File: src/hdl/g3n_pkg.sv
// Package for the 3D grid neighbour index generator.
// Field widths, register and direction codes, and the structs passed between stages.
// No dependencies.
package g3n_pkg;

  localparam int IDX_W      = 30;
  localparam int SIDE_W     = 11;
  localparam int COORD_W    = 10;
  localparam int PLANE_W    = 2 * SIDE_W;
  localparam int QBITS      = SIDE_W;
  localparam int CMP_W      = PLANE_W + QBITS;
  localparam int DIR_W      = 3;
  localparam int CNT_W      = 3;
  localparam int NUM_DIRS   = 6;
  localparam int ADDR_W     = 4;
  localparam int DATA_W     = 32;
  localparam int DIV_STEPS  = 4;
  localparam int DIV_STAGES = 3;

  typedef enum logic [1:0] {
    REG_SIZE_X = 2'd0,
    REG_SIZE_Y = 2'd1,
    REG_SIZE_Z = 2'd2
  } reg_idx_t;

  typedef enum logic [DIR_W-1:0] {
    DIR_LEFT    = 3'd0,
    DIR_RIGHT   = 3'd1,
    DIR_BOTTOM  = 3'd2,
    DIR_TOP     = 3'd3,
    DIR_CLOSER  = 3'd4,
    DIR_DISTANT = 3'd5
  } dir_t;

  // Clamped grid geometry; the user must keep it static while items are in flight, the block does not enforce this
  typedef struct packed {
    logic [SIDE_W-1:0]  sx;
    logic [SIDE_W-1:0]  sy;
    logic [SIDE_W-1:0]  sz;
    logic [PLANE_W-1:0] plane;
  } g3n_geom_t;

  // Item state through the divider stages
  typedef struct packed {
    logic [IDX_W-1:0] idx;
    logic [IDX_W-1:0] rem;
    logic [QBITS-1:0] qz;
    logic [QBITS-1:0] qy;
  } g3n_work_t;

  // Decoded cell with its candidate neighbours
  typedef struct packed {
    logic                               err;
    logic [NUM_DIRS-1:0]                ok;
    logic [NUM_DIRS-1:0][IDX_W-1:0]     nb;
    logic [COORD_W-1:0]                 cx;
    logic [COORD_W-1:0]                 cy;
    logic [COORD_W-1:0]                 cz;
    logic [CNT_W-1:0]                   cnt;
  } g3n_nbr_t;

  // One result item
  typedef struct packed {
    logic [IDX_W-1:0]   neighbour_index;
    logic [DIR_W-1:0]   direction;
    logic               has_neighbour;
    logic [COORD_W-1:0] coord_x;
    logic [COORD_W-1:0] coord_y;
    logic [COORD_W-1:0] coord_z;
    logic [CNT_W-1:0]   neighbour_count;
    logic               index_error;
    logic               last;
  } g3n_res_t;

endpackage

File: src/hdl/g3n_if.sv
// Stream interfaces for the query and result channels.
// Depends on g3n_pkg for field widths.
interface g3n_in_if import g3n_pkg::*; ();
  logic             valid;
  logic             ready;
  logic [IDX_W-1:0] cell_index;

  modport source (output valid, output cell_index, input ready);
  modport sink   (input valid, input cell_index, output ready);
endinterface

interface g3n_out_if import g3n_pkg::*; ();
  logic               valid;
  logic               ready;
  logic [IDX_W-1:0]   neighbour_index;
  logic [DIR_W-1:0]   direction;
  logic               has_neighbour;
  logic [COORD_W-1:0] coord_x;
  logic [COORD_W-1:0] coord_y;
  logic [COORD_W-1:0] coord_z;
  logic [CNT_W-1:0]   neighbour_count;
  logic               index_error;
  logic               last;

  modport source (output valid, output neighbour_index, output direction,
                  output has_neighbour, output coord_x, output coord_y,
                  output coord_z, output neighbour_count, output index_error,
                  output last, input ready);
  modport sink   (input valid, input neighbour_index, input direction,
                  input has_neighbour, input coord_x, input coord_y,
                  input coord_z, input neighbour_count, input index_error,
                  input last, output ready);
endinterface

File: src/hdl/grid3d_neighbour_index_generator_core.sv
// 3D grid 6-connected neighbour generator. A query passes the input register, six
// divider stages (four quotient bits each at most), the neighbour stage, the cell record
// and the output register. Queries enter the pipeline one per cycle unless it stalls;
// each query gives max(1, neighbour count) results, and the sustained rate is one
// result per cycle while the result port is not stalled.
// Synchronous reset sets the three sides to 1 and empties every stage; no clearing pass.
module grid3d_neighbour_index_generator_core import g3n_pkg::*; #(
  parameter int MAX_SIDE = 1024
) (
  input  logic              clk,
  input  logic              rst_n,
  g3n_in_if.sink            in_ch,
  g3n_out_if.source         out_ch,
  input  logic              psel,
  input  logic              penable,
  input  logic              pwrite,
  input  logic [ADDR_W-1:0] paddr,
  input  logic [DATA_W-1:0] pwdata,
  output logic [DATA_W-1:0] prdata,
  output logic              pready
);

  localparam int NSTG = 2 * DIV_STAGES;

  g3n_geom_t geom;
  logic      st_v   [NSTG+1];
  logic      st_rdy [NSTG+1];
  g3n_work_t st_w   [NSTG+1];
  logic      v0_r;
  g3n_work_t w0_r;
  logic      nb_v;
  logic      nb_rdy;
  g3n_nbr_t  nb_d;

  g3n_cfg #(.MAX_SIDE(MAX_SIDE)) u_cfg (
    .clk     (clk),
    .rst_n   (rst_n),
    .psel    (psel),
    .penable (penable),
    .pwrite  (pwrite),
    .paddr   (paddr),
    .pwdata  (pwdata),
    .prdata  (prdata),
    .pready  (pready),
    .geom    (geom)
  );

  // Capture the query; the remainder starts as the whole index
  assign in_ch.ready = !v0_r || st_rdy[0];

  always_ff @(posedge clk) begin
    if (!rst_n) begin
      v0_r <= 1'b0;
    end else if (in_ch.ready) begin
      v0_r <= in_ch.valid;
    end
  end

  always_ff @(posedge clk) begin
    if (in_ch.ready && in_ch.valid) begin
      w0_r.idx <= in_ch.cell_index;
      w0_r.rem <= in_ch.cell_index;
      w0_r.qz  <= '0;
      w0_r.qy  <= '0;
    end
  end

  assign st_v[0] = v0_r;
  assign st_w[0] = w0_r;

  // z by plane size first, then y by size_x on what remains
  for (genvar g = 0; g < NSTG; g++) begin : g_div
    localparam int PART = g % DIV_STAGES;
    g3n_div_stage #(
      .DO_Y  (g >= DIV_STAGES),
      .FIRST (QBITS - 1 - DIV_STEPS * PART),
      .STEPS ((PART == DIV_STAGES - 1) ? QBITS - DIV_STEPS * (DIV_STAGES - 1) : DIV_STEPS)
    ) u_div (
      .clk       (clk),
      .rst_n     (rst_n),
      .geom      (geom),
      .in_valid  (st_v[g]),
      .in_ready  (st_rdy[g]),
      .in_work   (st_w[g]),
      .out_valid (st_v[g+1]),
      .out_ready (st_rdy[g+1]),
      .out_work  (st_w[g+1])
    );
  end

  g3n_nbr u_nbr (
    .clk       (clk),
    .rst_n     (rst_n),
    .geom      (geom),
    .in_valid  (st_v[NSTG]),
    .in_ready  (st_rdy[NSTG]),
    .in_work   (st_w[NSTG]),
    .out_valid (nb_v),
    .out_ready (nb_rdy),
    .out_nbr   (nb_d)
  );

  g3n_emit u_emit (
    .clk      (clk),
    .rst_n    (rst_n),
    .in_valid (nb_v),
    .in_ready (nb_rdy),
    .in_nbr   (nb_d),
    .out_ch   (out_ch)
  );

endmodule

File: src/hdl/g3n_cfg.sv
// Size registers behind the APB-style port, with clamped sides and plane size.
// Depends on g3n_pkg.
module g3n_cfg import g3n_pkg::*; #(
  parameter int MAX_SIDE = 1024
) (
  input  logic              clk,
  input  logic              rst_n,
  input  logic              psel,
  input  logic              penable,
  input  logic              pwrite,
  input  logic [ADDR_W-1:0] paddr,
  input  logic [DATA_W-1:0] pwdata,
  output logic [DATA_W-1:0] prdata,
  output logic              pready,
  output g3n_geom_t         geom
);

  localparam logic [DATA_W-1:0] MAX_V = DATA_W'(MAX_SIDE);

  logic [SIDE_W-1:0]  size_x_r, size_y_r, size_z_r;
  logic [SIDE_W-1:0]  sx_r, sy_r, sz_r;
  logic [PLANE_W-1:0] plane_r;
  logic [SIDE_W-1:0]  wval;
  logic [SIDE_W-1:0]  wside;
  logic               wr_en;
  reg_idx_t           ridx;

  assign pready = 1'b1;
  assign wr_en  = psel && penable && pwrite;
  assign ridx   = reg_idx_t'(paddr[3:2]);
  assign wval   = pwdata[SIDE_W-1:0];

  // On the low SIDE_W bits written, zero clamps to one and anything above the largest side saturates
  always_comb begin
    if (wval == '0) begin
      wside = SIDE_W'(1);
    end else if (DATA_W'(wval) > MAX_V) begin
      wside = MAX_V[SIDE_W-1:0];
    end else begin
      wside = wval;
    end
  end

  // Write raw and clamped copies; unknown addresses drop the transfer
  always_ff @(posedge clk) begin
    if (!rst_n) begin
      size_x_r <= SIDE_W'(1);
      size_y_r <= SIDE_W'(1);
      size_z_r <= SIDE_W'(1);
      sx_r     <= SIDE_W'(1);
      sy_r     <= SIDE_W'(1);
      sz_r     <= SIDE_W'(1);
    end else if (wr_en) begin
      unique case (ridx)
        REG_SIZE_X: begin
          size_x_r <= wval;
          sx_r     <= wside;
        end
        REG_SIZE_Y: begin
          size_y_r <= wval;
          sy_r     <= wside;
        end
        REG_SIZE_Z: begin
          size_z_r <= wval;
          sz_r     <= wside;
        end
        default: ;
      endcase
    end
  end

  // Plane size is registered from the clamped sides and follows them in the next cycle
  always_ff @(posedge clk) begin
    if (!rst_n) begin
      plane_r <= PLANE_W'(1);
    end else begin
      plane_r <= PLANE_W'(sx_r) * PLANE_W'(sy_r);
    end
  end

  // Read back the raw register
  always_comb begin
    unique case (ridx)
      REG_SIZE_X: prdata = DATA_W'(size_x_r);
      REG_SIZE_Y: prdata = DATA_W'(size_y_r);
      REG_SIZE_Z: prdata = DATA_W'(size_z_r);
      default:    prdata = '0;
    endcase
  end

  assign geom.sx    = sx_r;
  assign geom.sy    = sy_r;
  assign geom.sz    = sz_r;
  assign geom.plane = plane_r;

endmodule

File: src/hdl/g3n_div_stage.sv
// One stage of the restoring divider: STEPS quotient bits per stage.
// Divides the running remainder by the plane size (z) or by size_x (y). Depends on g3n_pkg.
module g3n_div_stage import g3n_pkg::*; #(
  parameter bit DO_Y  = 1'b0,
  parameter int FIRST = 10,
  parameter int STEPS = 4
) (
  input  logic      clk,
  input  logic      rst_n,
  input  g3n_geom_t geom,
  input  logic      in_valid,
  output logic      in_ready,
  input  g3n_work_t in_work,
  output logic      out_valid,
  input  logic      out_ready,
  output g3n_work_t out_work
);

  logic               v_r;
  g3n_work_t          w_r;
  g3n_work_t          w_nxt;
  logic [PLANE_W-1:0] den;
  logic [CMP_W-1:0]   sh;

  assign den = DO_Y ? PLANE_W'(geom.sx) : geom.plane;

  // Compare and subtract the shifted divisor, one quotient bit a step
  always_comb begin
    w_nxt = in_work;
    sh    = '0;
    for (int i = 0; i < STEPS; i++) begin
      sh = CMP_W'(den) << (FIRST - i);
      if (CMP_W'(w_nxt.rem) >= sh) begin
        w_nxt.rem = w_nxt.rem - sh[IDX_W-1:0];
        if (DO_Y) begin
          w_nxt.qy[FIRST-i] = 1'b1;
        end else begin
          w_nxt.qz[FIRST-i] = 1'b1;
        end
      end
    end
  end

  // Advance when the next stage takes our item or we are empty
  assign in_ready = !v_r || out_ready;

  always_ff @(posedge clk) begin
    if (!rst_n) begin
      v_r <= 1'b0;
    end else if (in_ready) begin
      v_r <= in_valid;
    end
  end

  always_ff @(posedge clk) begin
    if (in_ready && in_valid) begin
      w_r <= w_nxt;
    end
  end

  assign out_valid = v_r;
  assign out_work  = w_r;

endmodule

File: src/hdl/g3n_nbr.sv
// Neighbour stage: range check, boundary flags, neighbour indices and count.
// Takes the divided item and the geometry. Depends on g3n_pkg.
module g3n_nbr import g3n_pkg::*; (
  input  logic      clk,
  input  logic      rst_n,
  input  g3n_geom_t geom,
  input  logic      in_valid,
  output logic      in_ready,
  input  g3n_work_t in_work,
  output logic      out_valid,
  input  logic      out_ready,
  output g3n_nbr_t  out_nbr
);

  logic              v_r;
  g3n_nbr_t          n_r;
  g3n_nbr_t          n_nxt;
  logic [SIDE_W-1:0] x, y, z;
  logic              ovf;

  assign x = in_work.rem[SIDE_W-1:0];
  assign y = in_work.qy;
  assign z = in_work.qz;

  // Index beyond what the divider can resolve is out of range too
  assign ovf = CMP_W'(in_work.idx) >= {geom.plane, {QBITS{1'b0}}};

  always_comb begin
    n_nxt.err             = ovf || (z >= geom.sz);
    n_nxt.ok[DIR_LEFT]    = x != '0;
    n_nxt.ok[DIR_RIGHT]   = ((SIDE_W + 1)'(x) + (SIDE_W + 1)'(1)) < (SIDE_W + 1)'(geom.sx);
    n_nxt.ok[DIR_BOTTOM]  = y != '0;
    n_nxt.ok[DIR_TOP]     = ((SIDE_W + 1)'(y) + (SIDE_W + 1)'(1)) < (SIDE_W + 1)'(geom.sy);
    n_nxt.ok[DIR_CLOSER]  = z != '0;
    n_nxt.ok[DIR_DISTANT] = ((SIDE_W + 1)'(z) + (SIDE_W + 1)'(1)) < (SIDE_W + 1)'(geom.sz);
    n_nxt.nb[DIR_LEFT]    = in_work.idx - IDX_W'(1);
    n_nxt.nb[DIR_RIGHT]   = in_work.idx + IDX_W'(1);
    n_nxt.nb[DIR_BOTTOM]  = in_work.idx - IDX_W'(geom.sx);
    n_nxt.nb[DIR_TOP]     = in_work.idx + IDX_W'(geom.sx);
    n_nxt.nb[DIR_CLOSER]  = in_work.idx - IDX_W'(geom.plane);
    n_nxt.nb[DIR_DISTANT] = in_work.idx + IDX_W'(geom.plane);
    n_nxt.cx              = x[COORD_W-1:0];
    n_nxt.cy              = y[COORD_W-1:0];
    n_nxt.cz              = z[COORD_W-1:0];
    n_nxt.cnt             = CNT_W'($countones(n_nxt.ok));
  end

  assign in_ready = !v_r || out_ready;

  always_ff @(posedge clk) begin
    if (!rst_n) begin
      v_r <= 1'b0;
    end else if (in_ready) begin
      v_r <= in_valid;
    end
  end

  always_ff @(posedge clk) begin
    if (in_ready && in_valid) begin
      n_r <= n_nxt;
    end
  end

  assign out_valid = v_r;
  assign out_nbr   = n_r;

endmodule

File: src/hdl/g3n_emit.sv
// Result emitter: walks the neighbour mask of one cell, one result per cycle while the output is not stalled.
// Holds one cell record and the output register. Depends on g3n_pkg and g3n_if.
module g3n_emit import g3n_pkg::*; (
  input  logic             clk,
  input  logic             rst_n,
  input  logic             in_valid,
  output logic             in_ready,
  input  g3n_nbr_t         in_nbr,
  g3n_out_if.source        out_ch
);

  logic                rec_v_r;
  g3n_nbr_t            rec_r;
  logic [NUM_DIRS-1:0] mask_r;
  logic                spec_r;
  logic                out_valid_r;
  g3n_res_t            res_r;
  g3n_res_t            res_nxt;
  logic [DIR_W-1:0]    d_sel;
  logic [NUM_DIRS-1:0] mask_left;
  logic                is_last;
  logic                adv;
  logic                spec_in;

  // Pick the lowest pending direction
  always_comb begin
    d_sel = DIR_W'(0);
    for (int i = NUM_DIRS - 1; i >= 0; i--) begin
      if (mask_r[i]) begin
        d_sel = DIR_W'(i);
      end
    end
  end

  assign mask_left = mask_r & ~(NUM_DIRS'(1) << d_sel);
  assign is_last   = mask_left == '0;
  assign adv       = rec_v_r && (!out_valid_r || out_ch.ready);
  assign in_ready  = !rec_v_r || (adv && is_last);

  // Out-of-range and isolated cells give a single result
  assign spec_in   = in_nbr.err || (in_nbr.ok == '0);

  always_ff @(posedge clk) begin
    if (!rst_n) begin
      rec_v_r <= 1'b0;
    end else if (in_ready && in_valid) begin
      rec_v_r <= 1'b1;
    end else if (adv && is_last) begin
      rec_v_r <= 1'b0;
    end
  end

  always_ff @(posedge clk) begin
    if (in_ready && in_valid) begin
      rec_r  <= in_nbr;
      spec_r <= spec_in;
      mask_r <= spec_in ? NUM_DIRS'(1) : in_nbr.ok;
    end else if (adv) begin
      mask_r <= mask_left;
    end
  end

  // Build the result for the selected direction
  always_comb begin
    if (spec_r) begin
      res_nxt.neighbour_index = '0;
      res_nxt.direction       = DIR_LEFT;
      res_nxt.has_neighbour   = 1'b0;
      res_nxt.coord_x         = rec_r.err ? '0 : rec_r.cx;
      res_nxt.coord_y         = rec_r.err ? '0 : rec_r.cy;
      res_nxt.coord_z         = rec_r.err ? '0 : rec_r.cz;
      res_nxt.neighbour_count = '0;
      res_nxt.index_error     = rec_r.err;
      res_nxt.last            = 1'b1;
    end else begin
      res_nxt.neighbour_index = rec_r.nb[d_sel];
      res_nxt.direction       = d_sel;
      res_nxt.has_neighbour   = 1'b1;
      res_nxt.coord_x         = rec_r.cx;
      res_nxt.coord_y         = rec_r.cy;
      res_nxt.coord_z         = rec_r.cz;
      res_nxt.neighbour_count = rec_r.cnt;
      res_nxt.index_error     = 1'b0;
      res_nxt.last            = is_last;
    end
  end

  // Output register: load on advance, drop once the transfer completes
  always_ff @(posedge clk) begin
    if (!rst_n) begin
      out_valid_r <= 1'b0;
    end else if (adv) begin
      out_valid_r <= 1'b1;
    end else if (out_ch.ready) begin
      out_valid_r <= 1'b0;
    end
  end

  always_ff @(posedge clk) begin
    if (adv) begin
      res_r <= res_nxt;
    end
  end

  assign out_ch.valid           = out_valid_r;
  assign out_ch.neighbour_index = res_r.neighbour_index;
  assign out_ch.direction       = res_r.direction;
  assign out_ch.has_neighbour   = res_r.has_neighbour;
  assign out_ch.coord_x         = res_r.coord_x;
  assign out_ch.coord_y         = res_r.coord_y;
  assign out_ch.coord_z         = res_r.coord_z;
  assign out_ch.neighbour_count = res_r.neighbour_count;
  assign out_ch.index_error     = res_r.index_error;
  assign out_ch.last            = res_r.last;

endmodule
File: src/flat_wrapper.sv
// flat-port wrapper written by rule: the top's interface ports become plain ports
module grid3d_neighbour_index_generator_core_flat import g3n_pkg::*;
#(
  parameter int MAX_SIDE = 1024
)
  (clk, rst_n, psel, penable, pwrite, paddr, pwdata, prdata, pready, in_ch_valid, in_ch_cell_index, in_ch_ready, out_ch_valid, out_ch_neighbour_index, out_ch_direction, out_ch_has_neighbour, out_ch_coord_x, out_ch_coord_y, out_ch_coord_z, out_ch_neighbour_count, out_ch_index_error, out_ch_last, out_ch_ready);
  g3n_in_if in_ch_i ();
  g3n_out_if out_ch_i ();
  input  logic clk;
  input  logic rst_n;
  input  logic psel;
  input  logic penable;
  input  logic pwrite;
  input  logic [ADDR_W-1:0] paddr;
  input  logic [DATA_W-1:0] pwdata;
  output logic [DATA_W-1:0] prdata;
  output logic pready;
  input wire logic [$bits(in_ch_i.valid)-1:0] in_ch_valid;
  input wire logic [$bits(in_ch_i.cell_index)-1:0] in_ch_cell_index;
  output wire logic [$bits(in_ch_i.ready)-1:0] in_ch_ready;
  output wire logic [$bits(out_ch_i.valid)-1:0] out_ch_valid;
  output wire logic [$bits(out_ch_i.neighbour_index)-1:0] out_ch_neighbour_index;
  output wire logic [$bits(out_ch_i.direction)-1:0] out_ch_direction;
  output wire logic [$bits(out_ch_i.has_neighbour)-1:0] out_ch_has_neighbour;
  output wire logic [$bits(out_ch_i.coord_x)-1:0] out_ch_coord_x;
  output wire logic [$bits(out_ch_i.coord_y)-1:0] out_ch_coord_y;
  output wire logic [$bits(out_ch_i.coord_z)-1:0] out_ch_coord_z;
  output wire logic [$bits(out_ch_i.neighbour_count)-1:0] out_ch_neighbour_count;
  output wire logic [$bits(out_ch_i.index_error)-1:0] out_ch_index_error;
  output wire logic [$bits(out_ch_i.last)-1:0] out_ch_last;
  input wire logic [$bits(out_ch_i.ready)-1:0] out_ch_ready;
  assign in_ch_i.valid = in_ch_valid;
  assign in_ch_i.cell_index = in_ch_cell_index;
  assign in_ch_ready = in_ch_i.ready;
  assign out_ch_valid = out_ch_i.valid;
  assign out_ch_neighbour_index = out_ch_i.neighbour_index;
  assign out_ch_direction = out_ch_i.direction;
  assign out_ch_has_neighbour = out_ch_i.has_neighbour;
  assign out_ch_coord_x = out_ch_i.coord_x;
  assign out_ch_coord_y = out_ch_i.coord_y;
  assign out_ch_coord_z = out_ch_i.coord_z;
  assign out_ch_neighbour_count = out_ch_i.neighbour_count;
  assign out_ch_index_error = out_ch_i.index_error;
  assign out_ch_last = out_ch_i.last;
  assign out_ch_i.ready = out_ch_ready;
  grid3d_neighbour_index_generator_core #(.MAX_SIDE(MAX_SIDE)) u_core (.clk(clk), .rst_n(rst_n), .in_ch(in_ch_i), .out_ch(out_ch_i), .psel(psel), .penable(penable), .pwrite(pwrite), .paddr(paddr), .pwdata(pwdata), .prdata(prdata), .pready(pready));
endmodule
File: config.mk
export PLATFORM = sky130hd
export DESIGN_NAME = grid3d_neighbour_index_generator_core_flat
export DESIGN_NICKNAME = d
export VERILOG_FILES = /design/src/hdl/g3n_pkg.sv /design/src/hdl/g3n_if.sv /design/src/hdl/grid3d_neighbour_index_generator_core.sv /design/src/hdl/g3n_cfg.sv /design/src/hdl/g3n_div_stage.sv /design/src/hdl/g3n_nbr.sv /design/src/hdl/g3n_emit.sv /design/src/flat_wrapper.sv
export SDC_FILE = /design/constraint.sdc
export NUM_CORES = 2
export LEC_CHECK = 0
export BUFFER_PORTS_ARGS = -buffer_cell sky130_fd_sc_hd__buf_4
export CAP_MARGIN = 20
export CORE_ASPECT_RATIO = 0.7
export CORE_MARGIN = 4
export CORE_UTILIZATION = 51
export CTS_CLUSTER_DIAMETER = 50
export DETAILED_ROUTE_END_ITERATION = 10
export PLACE_DENSITY_LB_ADDON = 0.05
export SYNTH_ARGS = -nofsm -noshare
export SYNTH_HDL_FRONTEND = slang
export SYNTH_SLANG_ARGS = --single-unit
File: constraint.sdc
create_clock -name clk -period 20 [get_ports clk]
set_input_delay 2 -clock clk [delete_from_list [all_inputs] [get_ports clk]]
set_output_delay 2 -clock clk [all_outputs]
set_load 0.01 [all_outputs]
; After elaboration in Yosys (flattened, before gate mapping)
; Index checks and enable logic that the tools add are counted.
[totals]
reg_bits = 1058
output_inout_bits = 104
elab_cells = 256
[classes]
n_addsub = 36
mul = 1
order_cmp = 29
eq_ne = 2
shift = 1
n_mux = 44
bitwise_logic = 2
reduce_logical = 48
[ops]
columns = cell, n
row1 = 30-bit two-way mux, 20
row2 = 30-bit binary-select mux with 3-bit select, 1
row3 = 30-bit subtractor, 3
row4 = 31-bit two-way mux, 2
row5 = 30-bit by 22-bit subtractor with 30-bit output, 2
row6 = "11-bit by 1-bit adder with 12-bit output, second input constant", 3
row7 = 12-bit by 11-bit < comparator with 1-bit output, 3
row8 = 36-bit two-way mux, 1
row9 = 30-bit by 33-bit greater-or-equal comparator with 1-bit output, 1
row10 = 11-bit two-way mux, 3
row11 = 11-bit one-hot mux with 3 select lines, 1
row12 = 11-bit nonzero test, 3
row13 = 30-bit by 32-bit greater-or-equal comparator with 1-bit output, 1
row14 = 30-bit by 31-bit greater-or-equal comparator with 1-bit output, 1
row15 = "30-bit by 1-bit adder with 30-bit output, second input constant", 1
row16 = 30-bit by 11-bit adder with 30-bit output, 1
row17 = 30-bit by 22-bit adder with 30-bit output, 1
row18 = 30-bit by 11-bit greater-or-equal comparator with 1-bit output, 1
row19 = 30-bit by 12-bit greater-or-equal comparator with 1-bit output, 1
row20 = 30-bit by 13-bit greater-or-equal comparator with 1-bit output, 1
row21 = 30-bit by 14-bit greater-or-equal comparator with 1-bit output, 1
row22 = 30-bit by 15-bit greater-or-equal comparator with 1-bit output, 1
row23 = 30-bit by 16-bit greater-or-equal comparator with 1-bit output, 1
row24 = 30-bit by 17-bit greater-or-equal comparator with 1-bit output, 1
row25 = 57 further kinds, 108

; Logic depth before layout (Yosys ltp)
[logic_depth]
depth_word = 21
depth_mapped = 73
mapped_depth_nobuf = 68

; By module
; From an unflattened synthesis, not the netlist that was laid out.
[unflattened]
cells_unflattened = 7602
area_unflattened_um2 = 77982.3
[modules_own_cells]
columns = module, instances, cells_per_inst, area_per_inst_um2
row1 = g3n_nbr, 1, 1335, 14204.9
row2 = g3n_emit, 1, 589, 11056.9
row3 = g3n_div_stage (u_core.g_div[1].u_div), 1, 946, 8478.1
row4 = g3n_div_stage (u_core.g_div[0].u_div), 1, 805, 7865.0
row5 = g3n_cfg, 1, 915, 7546.0
row6 = g3n_div_stage (u_core.g_div[4].u_div), 1, 827, 7521.0
row7 = g3n_div_stage (u_core.g_div[2].u_div), 1, 791, 7250.7
row8 = g3n_div_stage (u_core.g_div[3].u_div), 1, 717, 6751.5
row9 = g3n_div_stage (u_core.g_div[5].u_div), 1, 641, 6346.1
row10 = grid3d_neighbour_index_generator_core, 1, 36, 962.2

; Worst setup path after synthesis
; Ideal clock, no wire load.
[synth_timing]
path_type = reg2reg
start = register u_core.u_cfg.plane_r[1]
end = register u_core.g_div[0].u_div.w_r (netlist bit u_core.g_div[0].u_div.out_work[44]) (data pin)
setup_time_ps = 260
t_arrival_ps = 14464
required_time_ps = 19740
slack_ps = 5277
stages_incl_launch_ff = 72
path_buffers = 5
synth_period_minus_slack_ps = 14723
path_cell_list = dfxtp_1 -> inv_1 -> fa_1 -> a21o_1 -> a21oi_1 -> o21ai_0 -> a21oi_1 -> o21ai_0 -> a21o_1 -> a21o_1 -> a21o_1 -> a21oi_1 -> a21oi_1 -> o21ai_0 -> a2111oi_0 -> clkbuf_1 -> mux2_2 -> ha_1 -> (+36 left out) -> nor2b_1 -> o21ai_0 -> a21boi_0 -> o21ai_0 -> a21boi_0 -> o21ai_0 -> a21boi_0 -> o21ai_0 -> a21boi_0 -> o41ai_1 -> o2111ai_1 -> a31o_2 -> a21o_1 -> a211o_1 -> o211ai_1 -> nand3b_1 -> buf_1 -> mux2_2
[synth_lines]
columns = element, line_no
row1 = start: declaration, g3n_cfg.sv:22  ; logic [PLANE_W-1:0] plane_r;
row2 = start signal: assignment, g3n_cfg.sv:77  ; plane_r <= PLANE_W'(sx_r) * PLANE_W'(sy_r);
row3 = end signal: assignment, g3n_div_stage.sv:57  ; w_r <= w_nxt;
row4 = end: declaration, g3n_div_stage.sv:20  ; g3n_work_t w_r;

==> metrics.md <==
| Metric | Value |
|---|---|
| Post-synthesis async set-or-reset flop share | `0%` |
| Root buf cell | `clkbuf_16` |
| Die Area | `approximately 140000 um2` |
| Hold Fails Final Rpt | `0` |
| PnR worst setup slack | `about 3.3 ns` |
| Remaining antenna violation count | `0` |
| Register area | `~30000 um2` |
| Clock latency on the worst-skew pair | `roughly 0.76 ns` |
| Fin crit period | `between 15 and 20 ns` |
| Layout Skew | `0.0666 ns` |
| Final nets | `approximately 7700` |
| Multi-input logic area | `about 37000 um2` |
| Drt wl/cell | `approximately 21 um` |
| Core ar. | `approximately 130000 um2` |
| Routability cong. | `~0.90` |
| Sum Neg Setup Slack | `0 ns` |
| Max Freq | `0.0600 GHz` |
| Routed vias/inst | `between 5 and 6` |
| Cts hold-fix bufs | `0` |
| Critical Path AT | `between 15 and 20 ns` |
| CP Launch Type | `flip-flop` |
| Final hold slack | `0.375 ns` |
| Netlist cell types | `~120` |
| Crit path top cell by count | `o21ai_0` |
| Yosys warning count | `0` |
| Status | `completed` |
| Drt first pass iters | `6` |
| RSZ-0062 raised after global routing | `false` |
| Cts bufs inserted | `around 110` |
| Filler Cell Count | `approximately 12000` |
| Seq cells post-synth | `1042` |
| Crit share post-route | `83.3%` |
| Remaining DRCs | `0` |
| Clock buffer depth | `3` |
| Yosys top cell area share | `40.8%` |
| Vias | `51877` |
| Mapped cell area | `69500 um2` |
| Max-slew headroom | `about a quarter` |
| Clock tree sinks | `about 1000` |
| Die height | `between 300 and 400 um` |
| Fraction of layout cells with a size suffix above 1 | `under 10%` |
| Most frequent cells in the layout | `edfxtp_1 (944), nand2_1 (630), nor2_1 (580), ha_1 (557), a21oi_1 (428)` |
| DRT Wirelength | `around 190000 um` |
| Area Overhead vs Synth | `10.2%` |
| Crit-path slowest cell | `o41ai_1` |
| Worst min-delay path class | `reg2reg` |
| Syn Area/Cell | `between 10 and 15 um2` |
| Commonest non-fill, non-tap cell in the layout | `edfxtp_1` |
| 1st-iter DRT viols | `around 4800` |
| Largest net degree at the start of global routing | `~190` |
| Setup crit end kind | `flip-flop` |
| Worst EP required | `between 20 and 25 ns` |
| Top_reg_cell synth | `edfxtp_1` |
| Worst-Margin Slew | `1.14 ns` |
| IO Port Bufs | `131` |
| Die Width | `about 450 um` |
| CP Class | `reg2reg` |
| Post_cts resized | `0` |
| H-tree depth | `3` |
| Max-Cap Viols | `0` |
| Setup violations, final | `0` |
| Max incr delay on CP | `between 0.5 and 0.6 ns` |
| First-pass GRT wire length | `approximately 280000 um` |
| Starting Density | `between 50 and 60%` |
| IO Pins | `roughly 180` |
| Sequential area share after synthesis | `43.6%` |
| Initial antenna violation count | `7` |
| Worst-path maximum fanout | `22` |
| Post-synth EDFFs | `between 900 and 1000` |
| Number of global-route vias before repair | `a little under 50000` |
| Clock slew at reported path FFs | `roughly 0.060 ns` |
| Total global-route track usage | `between 20% and 30%` |
| Post-DP HPWL | `139000 um` |
| Main area contributors after synthesis | `edfxtp_1 (41%), ha_1 (10%), xnor2_1 (4.2%)` |
| Mapped Cells | `~7000` |
| Pre-CTS setup slack | `3.81 ns` |
| Largest area contributor in the netlist | `edfxtp_1` |
| Max Slew Vio Count | `0` |
| Congestion Overflow GR | `0` |
| # rows | `112` |
| CTS tree | `built` |
| Post-CTS Setup Repair Bufs | `0` |
## through the flow
| step | cell area [um2] | util, % | std cells |
|---|---|---|---|
| 2_1_floorplan | 69500 | - | 6831 |
| 3_3_place_gp | 72700 | 54.1 | 8606 |
| 3_5_place_dp | 72700 | 54.1 | 8607 |
| 4_1_cts | 76500 | 57.0 | 8822 |
| 5_1_grt | 76600 | 57.0 | 8826 |
| 6_report | 76600 | 57.0 | 8826 |
## synth_stat cells (18+ instances only)
| library cell | instances |
|---|---|
| a221o_1 | 20 |
| a21o_1 | 158 |
| xor2_1 | 184 |
| a211oi_1 | 30 |
| buf_4 | 23 |
| fa_1 | 109 |
| nand3b_1 | 18 |
| nand2_1 | 630 |
| o31ai_1 | 46 |
| nor2b_1 | 102 |
| dfxtp_1 | 98 |
| edfxtp_1 | 944 |
| o21ai_0 | 348 |
| nor2_1 | 586 |
| o21bai_1 | 45 |
| o21a_1 | 52 |
| a21oi_1 | 429 |
| buf_1 | 22 |
| nand3_1 | 133 |
| or3_1 | 60 |
| nor3_1 | 123 |
| o211ai_1 | 33 |
| and3_1 | 56 |
| inv_1 | 410 |
| nor4_1 | 42 |
| a31oi_1 | 44 |
| nand2b_1 | 98 |
| or2_2 | 29 |
| a21boi_0 | 128 |
| a222oi_1 | 28 |
| and2_1 | 104 |
| ha_1 | 557 |
| clkbuf_1 | 150 |
| mux2i_1 | 52 |
| nand4_1 | 103 |
| and4_1 | 20 |
| nor3b_1 | 19 |
| xnor2_1 | 336 |
| mux2_2 | 124 |
| or4_1 | 25 |
## final timing paths
path,from,slack (ns),cells past startpoint,endpoint
worst max-delay path,u_core.u_cfg.plane_r[0],3.35,68,u_core.g_div[0].u_div.out_work[34]
worst min-delay path,u_core.g_div[4].u_div.out_work[8],0.38,0,u_core.g_div[5].u_div.out_work[8]
worst max register to register,u_core.u_cfg.plane_r[0],3.35,68,u_core.g_div[0].u_div.out_work[34]
worst min register to register,u_core.g_div[4].u_div.out_work[8],0.38,0,u_core.g_div[5].u_div.out_work[8]
## critical path, delay by kind of cell, from the launching register on
family                     cells  cell delay, ns
muxes                          2            0.63
AOI/OAI and AO/OA             52           12.07
DFF                            1            0.31
adders and majority gates      5            1.57
and+or+nand+nor                4            0.73
buffers and inverters          5            1.04
## logic make-up (layout without fill, tap and decap cells)
group,count (synthesis),count (layout),share of synthesized area [%]
flops,1042,1042,43.6
simple gates,2219,2219,15.7
mux,178,178,2.80
xor+xnor,520,520,6.56
buf+inv,628,855,3.54
compound gates,1555,1555,14.6
fa+ha+maj,667,667,13.2
other cells,2,23,0.0108
## registers in the layout (all words and copies together) (netlist names), 3 cells and up
name and flops:
u_core.u_emit.out_ch.coord_x 10, u_core.u_cfg.sx_r 11, u_core.u_emit.out_ch.coord_y 10, u_core.u_cfg.plane_r 22
u_core.u_cfg.size_x_r 11, u_core.u_emit.mask_r 6, u_core.u_cfg.sz_r 11, u_core.u_emit.out_ch.neighbour_count 3
u_core.u_emit.rec_r 211, u_core.u_emit.out_ch.direction 3, u_core.u_emit.out_ch.coord_z 10, u_core.u_emit.out_ch.neighbour_index 30
u_core.u_nbr.out_nbr 217, u_core.g_div.u_div.out_valid 6, u_core.g_div.u_div.out_work 410, u_core.u_cfg.sy_r 11
u_core.st_w 30, u_core.u_cfg.size_z_r 11, u_core.u_cfg.size_y_r 11
## layer usage
layer	share of wire [%]	up-vias	track usage, %
met3	8.3	218	5.61
met2	39	1625	35.4
met1	51	24922	40.9
met5	0	-	0
li1	-	25112	-
met4	1.9	0	5.15
## cell type report
cell class	instances	area share, %
Clock buffer	127	3.76
Clock inverter	88	1.21
Inverter	419	2.06
Tap cell	1767	2.89
Sequential cell	1042	39.6
Timing Repair Buffer	221	2.22
Antenna cell	1	0.00327
Multi-Input combinational cell	5161	48.3
Power is left out: the tool's default activity adds up to more than one toggle a clock period on the data nets, which glitch-free logic cannot reach.
